File: config.mk
export PLATFORM = sky130hd
export DESIGN_NAME = bresenham_line_pixel_generator_core_flat
export DESIGN_NICKNAME = d
export VERILOG_FILES = /design/src/rtl/core/blpg_pkg.sv /design/src/rtl/core/blpg_if.sv /design/src/rtl/core/blpg_front.sv /design/src/rtl/core/blpg_queue.sv /design/src/rtl/core/blpg_back.sv /design/src/rtl/core/bresenham_line_pixel_generator_core.sv /design/src/flat_wrapper.sv
export VERILOG_INCLUDE_DIRS = /design/src /design/src/rtl/core
export SDC_FILE = /design/constraint.sdc
export NUM_CORES = 1
export LEC_CHECK = 0
export ABC_AREA = 1
export BUFFER_PORTS_ARGS = -buffer_cell sky130_fd_sc_hd__buf_2
export CAP_MARGIN = 25
export CORE_UTILIZATION = 55
export CTS_BUF_LIST = sky130_fd_sc_hd__clkbuf_4
export CTS_CLUSTER_SIZE = 20
export DETAILED_ROUTE_END_ITERATION = 10
export PLACE_DENSITY = 0.84
export SLEW_MARGIN = 10
export SYNTH_ARGS = -nofsm -noshare
export SYNTH_HDL_FRONTEND = slang
export SYNTH_SLANG_ARGS = --single-unit
File: constraint.sdc
create_clock -name clk -period 20.3 [get_ports clk]
set_clock_uncertainty 0.1 [all_clocks]
set_input_delay 3.045 -clock clk [delete_from_list [all_inputs] [get_ports clk]]
set_output_delay 3.045 -clock clk [all_outputs]
set_load 0.05 [all_outputs]
File: src/rtl/core/assert_macros.svh
// ----------------------------------------------------------------------------
// Assertion macros
// Shared concurrent assertion forms for the line engine.
// ----------------------------------------------------------------------------
`ifndef ASSERT_MACROS_SVH
`define ASSERT_MACROS_SVH

// Same-cycle implication, disabled while reset is high.
`define ASSERT_SAME(label, clk, rst, ante, cons, msg) \
  label: assert property (@(posedge clk) disable iff (rst) (ante) |-> (cons)) \
    else $error(msg);

// Next-cycle implication, disabled while reset is high.
`define ASSERT_NEXT(label, clk, rst, ante, cons, msg) \
  label: assert property (@(posedge clk) disable iff (rst) (ante) |=> (cons)) \
    else $error(msg);

`endif

File: src/rtl/core/blpg_pkg.sv
// ----------------------------------------------------------------------------
// blpg_pkg
// Widths, codes and shared types of the line pixel generator.
// ----------------------------------------------------------------------------
package blpg_pkg;

  localparam int COORD_BITS     = 11;
  localparam int ADDR_BITS      = 23;
  localparam int ERR_BITS       = COORD_BITS + 2;
  localparam int DIM_BITS       = 12;
  localparam int COLOR_BITS     = 16;
  localparam int CFG_INDEX_BITS = 2;
  localparam int CFG_DATA_BITS  = 12;

  localparam int QUEUE_DEPTH    = 2;
  localparam int QUEUE_PTR_BITS = (QUEUE_DEPTH > 1) ? $clog2(QUEUE_DEPTH) : 1;
  localparam int QUEUE_CNT_BITS = $clog2(QUEUE_DEPTH + 1);

  localparam logic [DIM_BITS-1:0] FRAME_WIDTH_RESET  = DIM_BITS'(800);
  localparam logic [DIM_BITS-1:0] FRAME_HEIGHT_RESET = DIM_BITS'(600);

  typedef enum logic {
    ACT_START   = 1'b0,
    ACT_ADVANCE = 1'b1
  } action_t;

  typedef enum logic [CFG_INDEX_BITS-1:0] {
    REG_FRAME_WIDTH  = 2'd0,
    REG_FRAME_HEIGHT = 2'd1,
    REG_ROTATE_MODE  = 2'd2
  } reg_index_t;

  typedef logic [COORD_BITS-1:0]    coord_t;
  typedef logic signed [ERR_BITS-1:0] err_t;

  // Classified command handed from the front to the back.
  typedef struct packed {
    logic                  is_start;
    coord_t                x0;
    coord_t                y0;
    coord_t                x1;
    coord_t                y1;
    coord_t                span_x;
    coord_t                span_y;
    logic                  neg_x;
    logic                  neg_y;
    err_t                  err;
    logic [COLOR_BITS-1:0] color;
  } cmd_t;

  typedef struct packed {
    logic [DIM_BITS-1:0] frame_width;
    logic [DIM_BITS-1:0] frame_height;
    logic                rotate_mode;
  } frame_cfg_t;

  typedef struct packed {
    logic [QUEUE_CNT_BITS-1:0] count;
    logic                      full;
  } queue_stat_t;

  typedef struct packed {
    logic active;
    logic load_last;
  } back_stat_t;

endpackage

File: src/rtl/core/blpg_if.sv
// ----------------------------------------------------------------------------
// blpg_if
// Valid/ready channels of the line pixel generator.
// ----------------------------------------------------------------------------
interface blpg_cmd_if import blpg_pkg::*; ();
  logic                  valid;
  logic                  ready;
  action_t               action;
  coord_t                start_x;
  coord_t                start_y;
  coord_t                end_x;
  coord_t                end_y;
  logic [COLOR_BITS-1:0] pen_color;

  modport source (output valid, action, start_x, start_y, end_x, end_y, pen_color,
                  input ready);
  modport sink (input valid, action, start_x, start_y, end_x, end_y, pen_color,
                output ready);
endinterface

interface blpg_pix_if import blpg_pkg::*; ();
  logic                  valid;
  logic                  ready;
  coord_t                pixel_x;
  coord_t                pixel_y;
  logic [ADDR_BITS-1:0]  pixel_address;
  logic [COLOR_BITS-1:0] pixel_color;
  logic                  last;

  modport source (output valid, pixel_x, pixel_y, pixel_address, pixel_color, last,
                  input ready);
  modport sink (input valid, pixel_x, pixel_y, pixel_address, pixel_color, last,
                output ready);
endinterface

interface blpg_cfg_if import blpg_pkg::*; ();
  logic                      valid;
  logic                      ready;
  logic [CFG_INDEX_BITS-1:0] index;
  logic [CFG_DATA_BITS-1:0]  data;

  modport source (output valid, index, data, input ready);
  modport sink (input valid, index, data, output ready);
endinterface

File: src/rtl/core/blpg_front.sv
// ----------------------------------------------------------------------------
// blpg_front
// Accept commands, classify them and precompute the line setup terms.
// ----------------------------------------------------------------------------
module blpg_front import blpg_pkg::*; (
  input  logic           clk,
  input  logic           rst,
  blpg_cmd_if.sink       cmd,
  output logic           push_valid,
  input  logic           push_ready,
  output cmd_t           push_cmd
);

  logic   valid;
  cmd_t   held;
  cmd_t   setup;
  coord_t dx;
  coord_t dy;

  assign cmd.ready = !valid || push_ready;

  // Spans, step signs and starting error term of a new line.
  always_comb begin
    dx = (cmd.end_x > cmd.start_x) ? cmd.end_x - cmd.start_x : cmd.start_x - cmd.end_x;
    dy = (cmd.end_y > cmd.start_y) ? cmd.end_y - cmd.start_y : cmd.start_y - cmd.end_y;
    setup.is_start = (cmd.action == ACT_START);
    setup.x0       = cmd.start_x;
    setup.y0       = cmd.start_y;
    setup.x1       = cmd.end_x;
    setup.y1       = cmd.end_y;
    setup.span_x   = dx;
    setup.span_y   = dy;
    setup.neg_x    = !(cmd.start_x < cmd.end_x);
    setup.neg_y    = !(cmd.start_y < cmd.end_y);
    setup.err      = (dx > dy) ? err_t'(ERR_BITS'(dx >> 1))
                               : -err_t'(ERR_BITS'(dy >> 1));
    setup.color    = cmd.pen_color;
  end

  always_ff @(posedge clk) begin
    if (rst) begin
      valid <= 1'b0;
    end else if (cmd.ready) begin
      valid <= cmd.valid;
    end
  end

  always_ff @(posedge clk) begin
    if (cmd.ready && cmd.valid) begin
      held <= setup;
    end
  end

  assign push_valid = valid;
  assign push_cmd   = held;

endmodule

File: src/rtl/core/blpg_queue.sv
// ----------------------------------------------------------------------------
// blpg_queue
// Short command queue between the front and the back.
// ----------------------------------------------------------------------------
module blpg_queue import blpg_pkg::*; (
  input  logic        clk,
  input  logic        rst,
  input  logic        in_valid,
  output logic        in_ready,
  input  cmd_t        in_data,
  output logic        out_valid,
  input  logic        out_ready,
  output cmd_t        out_data,
  output queue_stat_t stat
);

  cmd_t                      slots [QUEUE_DEPTH];
  logic [QUEUE_PTR_BITS-1:0] wr_ptr;
  logic [QUEUE_PTR_BITS-1:0] rd_ptr;
  logic [QUEUE_CNT_BITS-1:0] count;
  logic                      push;
  logic                      pop;

  function automatic logic [QUEUE_PTR_BITS-1:0] bump(input logic [QUEUE_PTR_BITS-1:0] p);
    return (p == QUEUE_PTR_BITS'(QUEUE_DEPTH - 1)) ? '0 : p + QUEUE_PTR_BITS'(1);
  endfunction

  assign in_ready  = (count != QUEUE_CNT_BITS'(QUEUE_DEPTH));
  assign out_valid = (count != '0);
  assign out_data  = slots[rd_ptr];
  assign push      = in_valid && in_ready;
  assign pop       = out_valid && out_ready;

  always_ff @(posedge clk) begin
    if (rst) begin
      wr_ptr <= '0;
      rd_ptr <= '0;
      count  <= '0;
    end else begin
      if (push) begin
        wr_ptr <= bump(wr_ptr);
      end
      if (pop) begin
        rd_ptr <= bump(rd_ptr);
      end
      if (push && !pop) begin
        count <= count + QUEUE_CNT_BITS'(1);
      end else if (pop && !push) begin
        count <= count - QUEUE_CNT_BITS'(1);
      end
    end
  end

  always_ff @(posedge clk) begin
    if (push) begin
      slots[wr_ptr] <= in_data;
    end
  end

  assign stat.count = count;
  assign stat.full  = !in_ready;

endmodule

File: src/rtl/core/blpg_back.sv
// ----------------------------------------------------------------------------
// blpg_back
// Step the line, map each pixel to its frame-buffer address, drive results.
// ----------------------------------------------------------------------------
module blpg_back import blpg_pkg::*; (
  input  logic       clk,
  input  logic       rst,
  input  frame_cfg_t fcfg,
  input  logic       cmd_valid,
  output logic       cmd_ready,
  input  cmd_t       cmd_data,
  blpg_pix_if.source pix,
  output back_stat_t stat
);

  // line state
  coord_t                cur_x, cur_y, tgt_x, tgt_y, span_x, span_y;
  logic                  neg_x, neg_y;
  err_t                  err;
  logic [COLOR_BITS-1:0] color;
  logic                  active;

  // step results
  coord_t cur_x_next, cur_y_next;
  err_t   err_next;
  logic   emit, last_next, take;
  err_t   sx, sy;
  logic   step_x, step_y;

  // stage A: stepped pixel
  logic                  a_valid;
  coord_t                a_x, a_y;
  logic [COLOR_BITS-1:0] a_color;
  logic                  a_last;

  // stage B: product and offset
  logic                  b_valid;
  coord_t                b_x, b_y;
  logic [COLOR_BITS-1:0] b_color;
  logic                  b_last;
  logic [ADDR_BITS-1:0]  b_prod, b_offs;
  logic [ADDR_BITS-1:0]  mul_w, mul_m, offs;

  logic a_en, b_en, o_en;

  assign o_en      = !pix.valid || pix.ready;
  assign b_en      = !b_valid || o_en;
  assign a_en      = !a_valid || b_en;
  assign cmd_ready = a_en;
  assign take      = cmd_valid && a_en;

  always_comb begin
    sx     = err_t'(ERR_BITS'(span_x));
    sy     = err_t'(ERR_BITS'(span_y));
    step_x = err > -sx;
    step_y = err < sy;
    cur_x_next = cur_x;
    cur_y_next = cur_y;
    err_next   = err - (step_x ? sy : err_t'(0)) + (step_y ? sx : err_t'(0));
    if (step_x) begin
      cur_x_next = neg_x ? cur_x - COORD_BITS'(1) : cur_x + COORD_BITS'(1);
    end
    if (step_y) begin
      cur_y_next = neg_y ? cur_y - COORD_BITS'(1) : cur_y + COORD_BITS'(1);
    end
    priority if (cmd_data.is_start) begin
      emit      = 1'b1;
      last_next = (cmd_data.x0 == cmd_data.x1) && (cmd_data.y0 == cmd_data.y1);
    end else if (active) begin
      emit      = 1'b1;
      last_next = (cur_x_next == tgt_x) && (cur_y_next == tgt_y);
    end else begin
      emit      = 1'b0;
      last_next = 1'b0;
    end
  end

  always_ff @(posedge clk) begin
    if (rst) begin
      cur_x  <= '0;
      cur_y  <= '0;
      tgt_x  <= '0;
      tgt_y  <= '0;
      span_x <= '0;
      span_y <= '0;
      neg_x  <= 1'b0;
      neg_y  <= 1'b0;
      err    <= '0;
      color  <= '0;
      active <= 1'b0;
    end else if (take) begin
      if (cmd_data.is_start) begin
        cur_x  <= cmd_data.x0;
        cur_y  <= cmd_data.y0;
        tgt_x  <= cmd_data.x1;
        tgt_y  <= cmd_data.y1;
        span_x <= cmd_data.span_x;
        span_y <= cmd_data.span_y;
        neg_x  <= cmd_data.neg_x;
        neg_y  <= cmd_data.neg_y;
        err    <= cmd_data.err;
        color  <= cmd_data.color;
        active <= !last_next;
      end else if (active) begin
        cur_x  <= cur_x_next;
        cur_y  <= cur_y_next;
        err    <= err_next;
        active <= !last_next;
      end
    end
  end

  // stage A
  always_ff @(posedge clk) begin
    if (rst) begin
      a_valid <= 1'b0;
    end else if (a_en) begin
      a_valid <= take && emit;
    end
  end

  always_ff @(posedge clk) begin
    if (take) begin
      a_x     <= cmd_data.is_start ? cmd_data.x0 : cur_x_next;
      a_y     <= cmd_data.is_start ? cmd_data.y0 : cur_y_next;
      a_color <= cmd_data.is_start ? cmd_data.color : color;
      a_last  <= last_next;
    end
  end

  // stage B: width times row, plus column term
  always_comb begin
    mul_w = ADDR_BITS'(fcfg.frame_width);
    if (fcfg.rotate_mode) begin
      mul_m = ADDR_BITS'(fcfg.frame_height) - ADDR_BITS'(a_y);
      offs  = ADDR_BITS'(fcfg.frame_width) - ADDR_BITS'(a_x);
    end else begin
      mul_m = ADDR_BITS'(a_y);
      offs  = ADDR_BITS'(a_x);
    end
  end

  always_ff @(posedge clk) begin
    if (rst) begin
      b_valid <= 1'b0;
    end else if (b_en) begin
      b_valid <= a_valid;
    end
  end

  always_ff @(posedge clk) begin
    if (b_en && a_valid) begin
      b_x     <= a_x;
      b_y     <= a_y;
      b_color <= a_color;
      b_last  <= a_last;
      b_prod  <= mul_w * mul_m;
      b_offs  <= offs;
    end
  end

  // output register
  always_ff @(posedge clk) begin
    if (rst) begin
      pix.valid <= 1'b0;
    end else if (o_en) begin
      pix.valid <= b_valid;
    end
  end

  always_ff @(posedge clk) begin
    if (o_en && b_valid) begin
      pix.pixel_x       <= b_x;
      pix.pixel_y       <= b_y;
      pix.pixel_color   <= b_color;
      pix.last          <= b_last;
      pix.pixel_address <= b_prod + b_offs;
    end
  end

  assign stat.active    = active;
  assign stat.load_last = take && emit && last_next;

endmodule

File: src/rtl/core/bresenham_line_pixel_generator_core.sv
// Start and advance pixels pass front, queue, stage A, stage B and output registers.
// Throughput: one item, one pixel per clock, set by the step loop, unless stalled.
// An advance with no line in progress is consumed and gives no pixel.
// Reset (rst, synchronous): no line active, queue empty, output empty,
// frame width 800, frame height 600, normal address mapping.
// ----------------------------------------------------------------------------
// bresenham_line_pixel_generator_core
// Line rasterizer: front classifies and sets up lines, a short queue decouples
// it from the back, which steps the line and computes frame-buffer addresses.
// ----------------------------------------------------------------------------
`include "assert_macros.svh"

module bresenham_line_pixel_generator_core import blpg_pkg::*; (
  input  logic       clk,
  input  logic       rst,
  blpg_cmd_if.sink   cmd,
  blpg_pix_if.source pix,
  blpg_cfg_if.sink   cfg
);

  // Frame configuration registers: user writes only while the engine is idle (unchecked).
  frame_cfg_t fcfg;

  // Front to queue transfer.
  logic        f_valid;
  logic        f_ready;
  cmd_t        f_cmd;

  // Queue to back transfer.
  logic        q_valid;
  logic        q_ready;
  cmd_t        q_cmd;

  queue_stat_t q_stat;
  back_stat_t  b_stat;

  // Always take configuration writes; drop writes to unknown indexes.
  assign cfg.ready = 1'b1;

  always_ff @(posedge clk) begin
    if (rst) begin
      fcfg.frame_width  <= FRAME_WIDTH_RESET;
      fcfg.frame_height <= FRAME_HEIGHT_RESET;
      fcfg.rotate_mode  <= 1'b0;
    end else if (cfg.valid) begin
      unique case (cfg.index)
        REG_FRAME_WIDTH:  fcfg.frame_width  <= DIM_BITS'(cfg.data);
        REG_FRAME_HEIGHT: fcfg.frame_height <= DIM_BITS'(cfg.data);
        REG_ROTATE_MODE:  fcfg.rotate_mode  <= cfg.data[0];
        default: ;
      endcase
    end
  end

  // Front: accept the command and precompute spans, signs and error term.
  blpg_front u_front (
    .clk        (clk),
    .rst        (rst),
    .cmd        (cmd),
    .push_valid (f_valid),
    .push_ready (f_ready),
    .push_cmd   (f_cmd)
  );

  // Queue: absorb stalls so the front keeps taking commands.
  blpg_queue u_queue (
    .clk       (clk),
    .rst       (rst),
    .in_valid  (f_valid),
    .in_ready  (f_ready),
    .in_data   (f_cmd),
    .out_valid (q_valid),
    .out_ready (q_ready),
    .out_data  (q_cmd),
    .stat      (q_stat)
  );

  // Back: step the line state and drive pixels through the address pipe.
  blpg_back u_back (
    .clk       (clk),
    .rst       (rst),
    .fcfg      (fcfg),
    .cmd_valid (q_valid),
    .cmd_ready (q_ready),
    .cmd_data  (q_cmd),
    .pix       (pix),
    .stat      (b_stat)
  );

  // Queue occupancy never exceeds its depth.
  `ASSERT_SAME(a_queue_bound, clk, rst, 1'b1, q_stat.count <= QUEUE_CNT_BITS'(QUEUE_DEPTH), "queue overflow")

  // A full queue must hold the front back.
  `ASSERT_SAME(a_full_stalls, clk, rst, q_stat.full, !f_ready, "push into full queue")

  // Loading a line's endpoint ends the line.
  `ASSERT_NEXT(a_last_ends_line, clk, rst, b_stat.load_last, !b_stat.active, "line active after endpoint")

endmodule

File: src/flat_wrapper.sv
// flat-port wrapper written by rule: the top's interface ports become plain ports
module bresenham_line_pixel_generator_core_flat import blpg_pkg::*;
  (clk, rst, cmd_valid, cmd_action, cmd_start_x, cmd_start_y, cmd_end_x, cmd_end_y, cmd_pen_color, cmd_ready, pix_valid, pix_pixel_x, pix_pixel_y, pix_pixel_address, pix_pixel_color, pix_last, pix_ready, cfg_valid, cfg_index, cfg_data, cfg_ready);
  blpg_cmd_if cmd_i ();
  blpg_pix_if pix_i ();
  blpg_cfg_if cfg_i ();
  input  logic clk;
  input  logic rst;
  input wire logic [$bits(cmd_i.valid)-1:0] cmd_valid;
  input wire logic [$bits(cmd_i.action)-1:0] cmd_action;
  input wire logic [$bits(cmd_i.start_x)-1:0] cmd_start_x;
  input wire logic [$bits(cmd_i.start_y)-1:0] cmd_start_y;
  input wire logic [$bits(cmd_i.end_x)-1:0] cmd_end_x;
  input wire logic [$bits(cmd_i.end_y)-1:0] cmd_end_y;
  input wire logic [$bits(cmd_i.pen_color)-1:0] cmd_pen_color;
  output wire logic [$bits(cmd_i.ready)-1:0] cmd_ready;
  output wire logic [$bits(pix_i.valid)-1:0] pix_valid;
  output wire logic [$bits(pix_i.pixel_x)-1:0] pix_pixel_x;
  output wire logic [$bits(pix_i.pixel_y)-1:0] pix_pixel_y;
  output wire logic [$bits(pix_i.pixel_address)-1:0] pix_pixel_address;
  output wire logic [$bits(pix_i.pixel_color)-1:0] pix_pixel_color;
  output wire logic [$bits(pix_i.last)-1:0] pix_last;
  input wire logic [$bits(pix_i.ready)-1:0] pix_ready;
  input wire logic [$bits(cfg_i.valid)-1:0] cfg_valid;
  input wire logic [$bits(cfg_i.index)-1:0] cfg_index;
  input wire logic [$bits(cfg_i.data)-1:0] cfg_data;
  output wire logic [$bits(cfg_i.ready)-1:0] cfg_ready;
  assign cmd_i.valid = cmd_valid;
  assign cmd_i.action = cmd_action;
  assign cmd_i.start_x = cmd_start_x;
  assign cmd_i.start_y = cmd_start_y;
  assign cmd_i.end_x = cmd_end_x;
  assign cmd_i.end_y = cmd_end_y;
  assign cmd_i.pen_color = cmd_pen_color;
  assign cmd_ready = cmd_i.ready;
  assign pix_valid = pix_i.valid;
  assign pix_pixel_x = pix_i.pixel_x;
  assign pix_pixel_y = pix_i.pixel_y;
  assign pix_pixel_address = pix_i.pixel_address;
  assign pix_pixel_color = pix_i.pixel_color;
  assign pix_last = pix_i.last;
  assign pix_i.ready = pix_ready;
  assign cfg_i.valid = cfg_valid;
  assign cfg_i.index = cfg_index;
  assign cfg_i.data = cfg_data;
  assign cfg_ready = cfg_i.ready;
  bresenham_line_pixel_generator_core u_core (.clk(clk), .rst(rst), .cmd(cmd_i), .pix(pix_i), .cfg(cfg_i));
endmodule
* Yosys cells after proc, flatten, opt, wreduce, memory -nomap -nowiden *
Memories as Yosys holds them, arrays and structs flattened. A register that Yosys moved wholly into a read port is not among the register bits.
Index checks and enable logic that the tools add are counted.

storage, ports and cells
  output and inout bits = 65
  logic and storage cells = 151
  memories = 1
  register bits = 405
  bits of input ports = 80
  bits in writable memories = 196

operators by class
  mux-type cells = 34
  reductions and logical operators = 32
  equal/unequal tests = 7
  magnitude comparators = 7
  multiply operators = 1
  bitwise gates (word level) = 1
  add/subtract/negate cells = 19

memory list
  memory                words  width  rd ports  clocked after Yosys merged registers in  wr ports  RTL line          RTL
  u_core.u_queue.slots  2      98     1         1                                        1         blpg_queue.sv:17  cmd_t slots [QUEUE_DEPTH];

operators by type and width
  cell                                                                   count
  11-bit two-way mux                                                     15
  11-bit == test                                                         4
  11-bit subtractor                                                      4
  11-bit greater-than comparator                                         3
  13-bit two-way mux                                                     2
  12-bit by 11-bit subtractor with 13-bit output                         2
  23-bit adder                                                           1
  12-bit by 23-bit multiplier with 23-bit output                         1
  23-bit two-way mux                                                     1
  11-bit by 1-bit adder with 11-bit output (second input constant)       2
  11-bit less-than comparator                                            2
  11-bit by 1-bit subtractor with 11-bit output (second input constant)  2
  16-bit two-way mux                                                     1
  13-bit by 12-bit adder with 13-bit output                              1
  13-bit greater-than comparator                                         1
  13-bit by 12-bit less-than comparator with 1-bit output                1
  10-bit negation with 13-bit output                                     1
  11-bit negation with 13-bit output                                     1
  13-bit by 12-bit subtractor with 13-bit output                         1
  1-bit two-way mux                                                      12
  1-bit logical AND                                                      10
  10-bit two-way mux                                                     1
  2-bit AND reduction                                                    5
  1-bit logical NOT                                                      9
  other kinds (11)                                                       18

* Longest topological paths before layout *
  depth after elaboration = 10
  depth in mapped cells = 35

* By module *
From an unflattened synthesis, not the netlist that was laid out.

second synthesis, totals
  cells, all modules = 3573
  area, all modules = 35088.7 um^2

by module, submodules not included
  module                               cells an instance  instances  area an instance (um^2)
  blpg_back                            2387               1          20445.9
  blpg_queue                           343                1          7388.3
  blpg_front                           689                1          6207.2
  bresenham_line_pixel_generator_core  154                1          1047.3

* Worst setup path after synthesis *
No wires, ideal clock.

  path type = input to register
  start point = input pix_ready
  end point = register u_core.u_back.pix.last (enable)
  stages on the path = 2
  arrival time = 6.082 ns
  data required time = 19.698 ns
  library setup time = 0.502 ns
  setup slack = 13.616 ns
  path through = inv_1 > a21oi_1

on the way
  longest elaborated chain between the ends = 2

ends and longest elaborated chain
  element                 RTL line            RTL
  start: declaration      flat_wrapper.sv:23  input wire logic [$bits(pix_i.ready)-1:0] pix_ready;
  1-bit logical OR        blpg_back.sv:46     assign o_en = !pix.valid || pix.ready;
  1-bit logical AND       blpg_back.sv:172    if (o_en && b_valid) begin
  end signal: assignment  blpg_back.sv:176    pix.last <= b_last;
  end: declaration        blpg_if.sv:30       modport source (output valid, pixel_x, pixel_y, pixel_address, pixel_color, last,

No other way between the ends.
A chain may end at the register's enable or synchronous reset.

* Worst setup path after layout *
  start point = register u_core.u_back.a_y[0]
  end point = register u_core.u_back.b_prod[20], data pin

on the way
  longest elaborated chain between the ends = 3

ends and longest elaborated chain
  element                                             RTL line          RTL
  start: declaration                                  blpg_back.sv:32   coord_t a_x, a_y;
  start signal: assignment                            blpg_back.sv:125  a_y <= cmd_data.is_start ? cmd_data.y0 : cur_y_next;
  12-bit by 11-bit subtractor with 13-bit output      blpg_back.sv:135  mul_m = ADDR_BITS'(fcfg.frame_height) - ADDR_BITS'(a_y);
  23-bit two-way mux (*)                              blpg_back.sv:134  if (fcfg.rotate_mode) begin
  12-bit by 23-bit multiplier with 23-bit output (*)  blpg_back.sv:157  b_prod <= mul_w * mul_m;
  end signal: assignment                              blpg_back.sv:157
  end: declaration                                    blpg_back.sv:41   logic [ADDR_BITS-1:0] b_prod, b_offs;

Mark *: on every way between the ends. The rest lies on a longest branch, timed or not.

==> results.sh <==
export IMPL_worst_hold_path_type="reg2reg"
export IMPL_cpLargestDelayFamily="adder cells"
export IMPL_first_pass_drt_iterations=7
export IMPL_synth_warning_count=0
export IMPL_setup_viol=0
export IMPL_grt_remaining_overflow=0
export IMPL_yosysMostFrequentCell="nand2_1"
export IMPL_run_status="complete, no violations"
export IMPL_post_synth_num_cell_types=67
export IMPL_syn2layout_area_growth_pct=10.4
export IMPL_setup_repair_after_global_routing_missed_its_margin="false"
export IMPL_synth_area_per_cell_um2=9.63
export IMPL_cts_clk_slew_worst_paths_ns=0.08
export IMPL_cell_type_contributing_the_most_total_cell_area_after_synthesis="edfxtp_1"
export IMPL_synth_xor_area_share_pct=3.11
export IMPL_grt_first_pass_wirelength_um=134000
export IMPL_fp_dieArea_um2=63900
export IMPL_netlist_area_leader_share_pct=40.8
export IMPL_yosysSeqAreaShare_pct=48.4
export IMPL_share_of_synthesized_registers_carrying_an_async_set_or_reset_pct=0
export IMPL_starting_density_of_the_core_pct=55.9
export IMPL_worstPathBufferInverterCount=5
export IMPL_yosys_top_cells_count="nand2_1 (729), inv_1 (585), edfxtp_1 (470)"
export IMPL_cts_made_buffers=152
export IMPL_timing_final_max_slew_violations=0
export IMPL_finalHoldViolCount=0
export IMPL_synth_compound_area_share_pct=9.28
export IMPL_worst_path_max_fanout=7
export IMPL_clk_insertion_delay_late_ns=1.06
export IMPL_max_freq_mhz=139
export IMPL_path_common_cell="fa_1"
export IMPL_period_share_pct=35.5
export IMPL_grt_util_all_layers_pct=27.2
export IMPL_die_h_um=253
export IMPL_remaining_drc_errors=0
export IMPL_syn_inst=3595
export IMPL_maxCapViolCount=0
export IMPL_tritoncts_num_sinks=602
export IMPL_setup_tns_ns=0
export IMPL_buffer_ports_inserted=143
export IMPL_synth_nets=4029
export IMPL_grt_max_degree=86
export IMPL_floorplan_core_area_um2=61900
export IMPL_relSlewSlack_pct=23.7
export IMPL_route_detailed_wl_per_inst_um=17.7
export IMPL_start_kind="flop"
export IMPL_cts_hold_buffers_added=0
export IMPL_detailedRoute_firstIterationViolations=2009
export IMPL_worst_ep_arrival_time_ns=7.90
export IMPL_finalWeightedCongestion=1.01
export IMPL_timing_setup_critical_path_class="reg2reg"
export IMPL_final_layout_net_count=4252
export IMPL_synth_top_cells_by_area="edfxtp_1 (41%), fa_1 (9.1%), nand2_1 (7.9%)"
export IMPL_synth_edff_count=470
export IMPL_end_kind="flop"
export IMPL_synthesis_area_um2=34600
export IMPL_ant_nets=0
export IMPL_cts_buffer_depth=3
export IMPL_synth_mux_area_share_pct=0.434
export IMPL_grt_pass1_vias=25800
export IMPL_final_min_clock_period_ns=7.20
export IMPL_synth_top_family_by_area="adder cells"
export IMPL_ctsHtreeMaxLevel=4
export IMPL_post_cts_setup_buffers=0
export IMPL_top_level_ports=145
export IMPL_hpwlAfterDp_um=62400
export IMPL_cts_root_buffer="clkbuf_4"
export IMPL_grt_antenna_before_repair=7
export IMPL_timing_critical_path_slowest_stage_cell="fa_1"
export IMPL_critical_path_max_stage_delay_ns=0.51
export IMPL_final_layout_size_suffix_gt1_share_pct=12.5
export IMPL_n_fill_cell=5004
export IMPL_detailroute_via_count=26100
export IMPL_adder_cell_area_share_of_the_yosys_netlist_pct=16.2
export IMPL_postSynthRegisterBits=602
export IMPL_share_of_synthesized_cell_area_in_and_or_nand_and_nor_gates_pct=14.9
export IMPL_tightestPinTransition_ns=1.13
export IMPL_synth_main_ff_cell="edfxtp_1"
export IMPL_tritoncts_clock_tree="yes"
export IMPL_cts_resized=0
export IMPL_wl_um=84800
export IMPL_cp_required_ns=20.99
export IMPL_via_cell_ratio=5.46
export IMPL_core_rowCount=91
export IMPL_die_w_um=253
cell families after synthesis:
kind of cell	after synthesis
and+or+nand+nor	1232
buffers and inverters	693
DFF	602
AOI/OAI and AO/OA	575
adders and majority gates	354
xor gates and xnor gates	123
muxes	15
other	1
layout make-up:
class,count,area [µm²],share of cell area [%]
clock buffer,218,1640,4.29
clock inverter,52,367,0.960
antenna,7,17.5,0.0459
tap,837,1050,2.74
inverter,596,2240,5.86
timing repair buffer,166,888,2.33
multi-input combinational,2300,15200,39.9
sequential,602,16800,43.9
registers in the layout, indices dropped and copies added (netlist names), 11 cells and up, named ones only:
name / count
u_core.u_back.pix.pixel_y: 11
u_core.u_back.pix.pixel_x: 11
u_core.u_back.b_color: 16
u_core.u_back.b_y: 11
u_core.u_back.span_x: 11
u_core.u_back.tgt_y: 11
u_core.u_back.color: 16
u_core.u_back.b_x: 11
u_core.u_back.b_prod: 23
u_core.u_back.a_y: 11
u_core.u_back.pix.pixel_color: 16
u_core.u_back.cur_x: 11
u_core.u_back.err: 13
u_core.u_back.tgt_x: 11
u_core.u_back.span_y: 11
u_core.u_back.pix.pixel_address: 23
u_core.fcfg: 25
u_core.u_back.cur_y: 11
u_core.u_back.a_color: 16
u_core.u_back.b_offs: 13
u_core.u_back.a_x: 11
u_core.u_front.push_cmd: 98
u_core.u_queue.slots: 196
final timing paths:
path | startpoint | endpoint | slack [ns] | depth (start not counted)
setup reg to reg | u_core.u_back.a_y[0]$_DFFE_PP_ | u_core.u_back.b_prod[20]$_DFFE_PP_ | 13.10 | 33
setup / recovery | u_core.u_back.a_y[0]$_DFFE_PP_ | u_core.u_back.b_prod[20]$_DFFE_PP_ | 13.10 | 33
hold / removal | u_core.u_front.push_cmd[22]$_DFFE_PP_ | u_core.u_queue.slots[1][22]$_DFFE_PP_ | 0.31 | 0
hold reg to reg | u_core.u_front.push_cmd[22]$_DFFE_PP_ | u_core.u_queue.slots[1][22]$_DFFE_PP_ | 0.31 | 0
cells in the final DEF (no fill, tap or decap), types with 5 or more instances in the layout:
cell type / synthesis / routed
nand2_2: 16 / 17
a31oi_1: 51 / 51
o21ai_1: 14 / 13
a21oi_1: 218 / 217
buf_4: 4 / 23
nand3_1: 144 / 144
nand4_1: 22 / 22
inv_2: 8 / 11
or2_0: 6 / 6
nor3_1: 23 / 23
nor2_4: 3 / 6
mux2i_1: 15 / 15
clkbuf_4: 0 / 218
nand2_1: 729 / 728
o21bai_1: 14 / 14
o22ai_1: 5 / 5
a211oi_1: 10 / 10
a221oi_1: 7 / 7
or2_2: 27 / 27
nor2_1: 233 / 230
clkinv_2: 0 / 9
xnor2_1: 31 / 31
diode_2: 0 / 7
inv_6: 0 / 6
buf_2: 13 / 143
o211ai_1: 7 / 7
nand3b_1: 6 / 6
fa_1: 157 / 157
edfxtp_1: 470 / 470
inv_1: 585 / 581
nor4_1: 6 / 6
a21o_1: 7 / 7
clkinv_1: 3 / 29
ha_1: 197 / 197
o21ai_0: 209 / 209
xor2_1: 92 / 92
dfxtp_1: 132 / 131
through the flow:
step	utilization, %	std cells	instance area (µm²)	setup WS [ns]	hold WS, ns
2_1_floorplan	-	3595	34600	13.62	0.300
3_3_place_gp	58.4	4501	36200	12.99	0.302
3_5_place_dp	58.4	4501	36200	12.85	0.305
4_1_cts	61.6	4771	38200	13.07	0.302
5_1_grt	61.7	4777	38200	12.48	0.323
6_report	61.7	4778	38200	13.10	0.311
routing by layer:
metal / global-route usage [%] / vias to the layer above / share of wire [%]
met4: 15.9 / 4 / 5.3
met1: 32.5 / 12300 / 39
met3: 5.95 / 270 / 7.7
met5: 0 / - / 0.032
li1: - / 12400 / -
met2: 45.3 / 1145 / 48
Power is not shown: default switching activity piles up to over one toggle a cycle in this logic, so the estimate is an artifact.
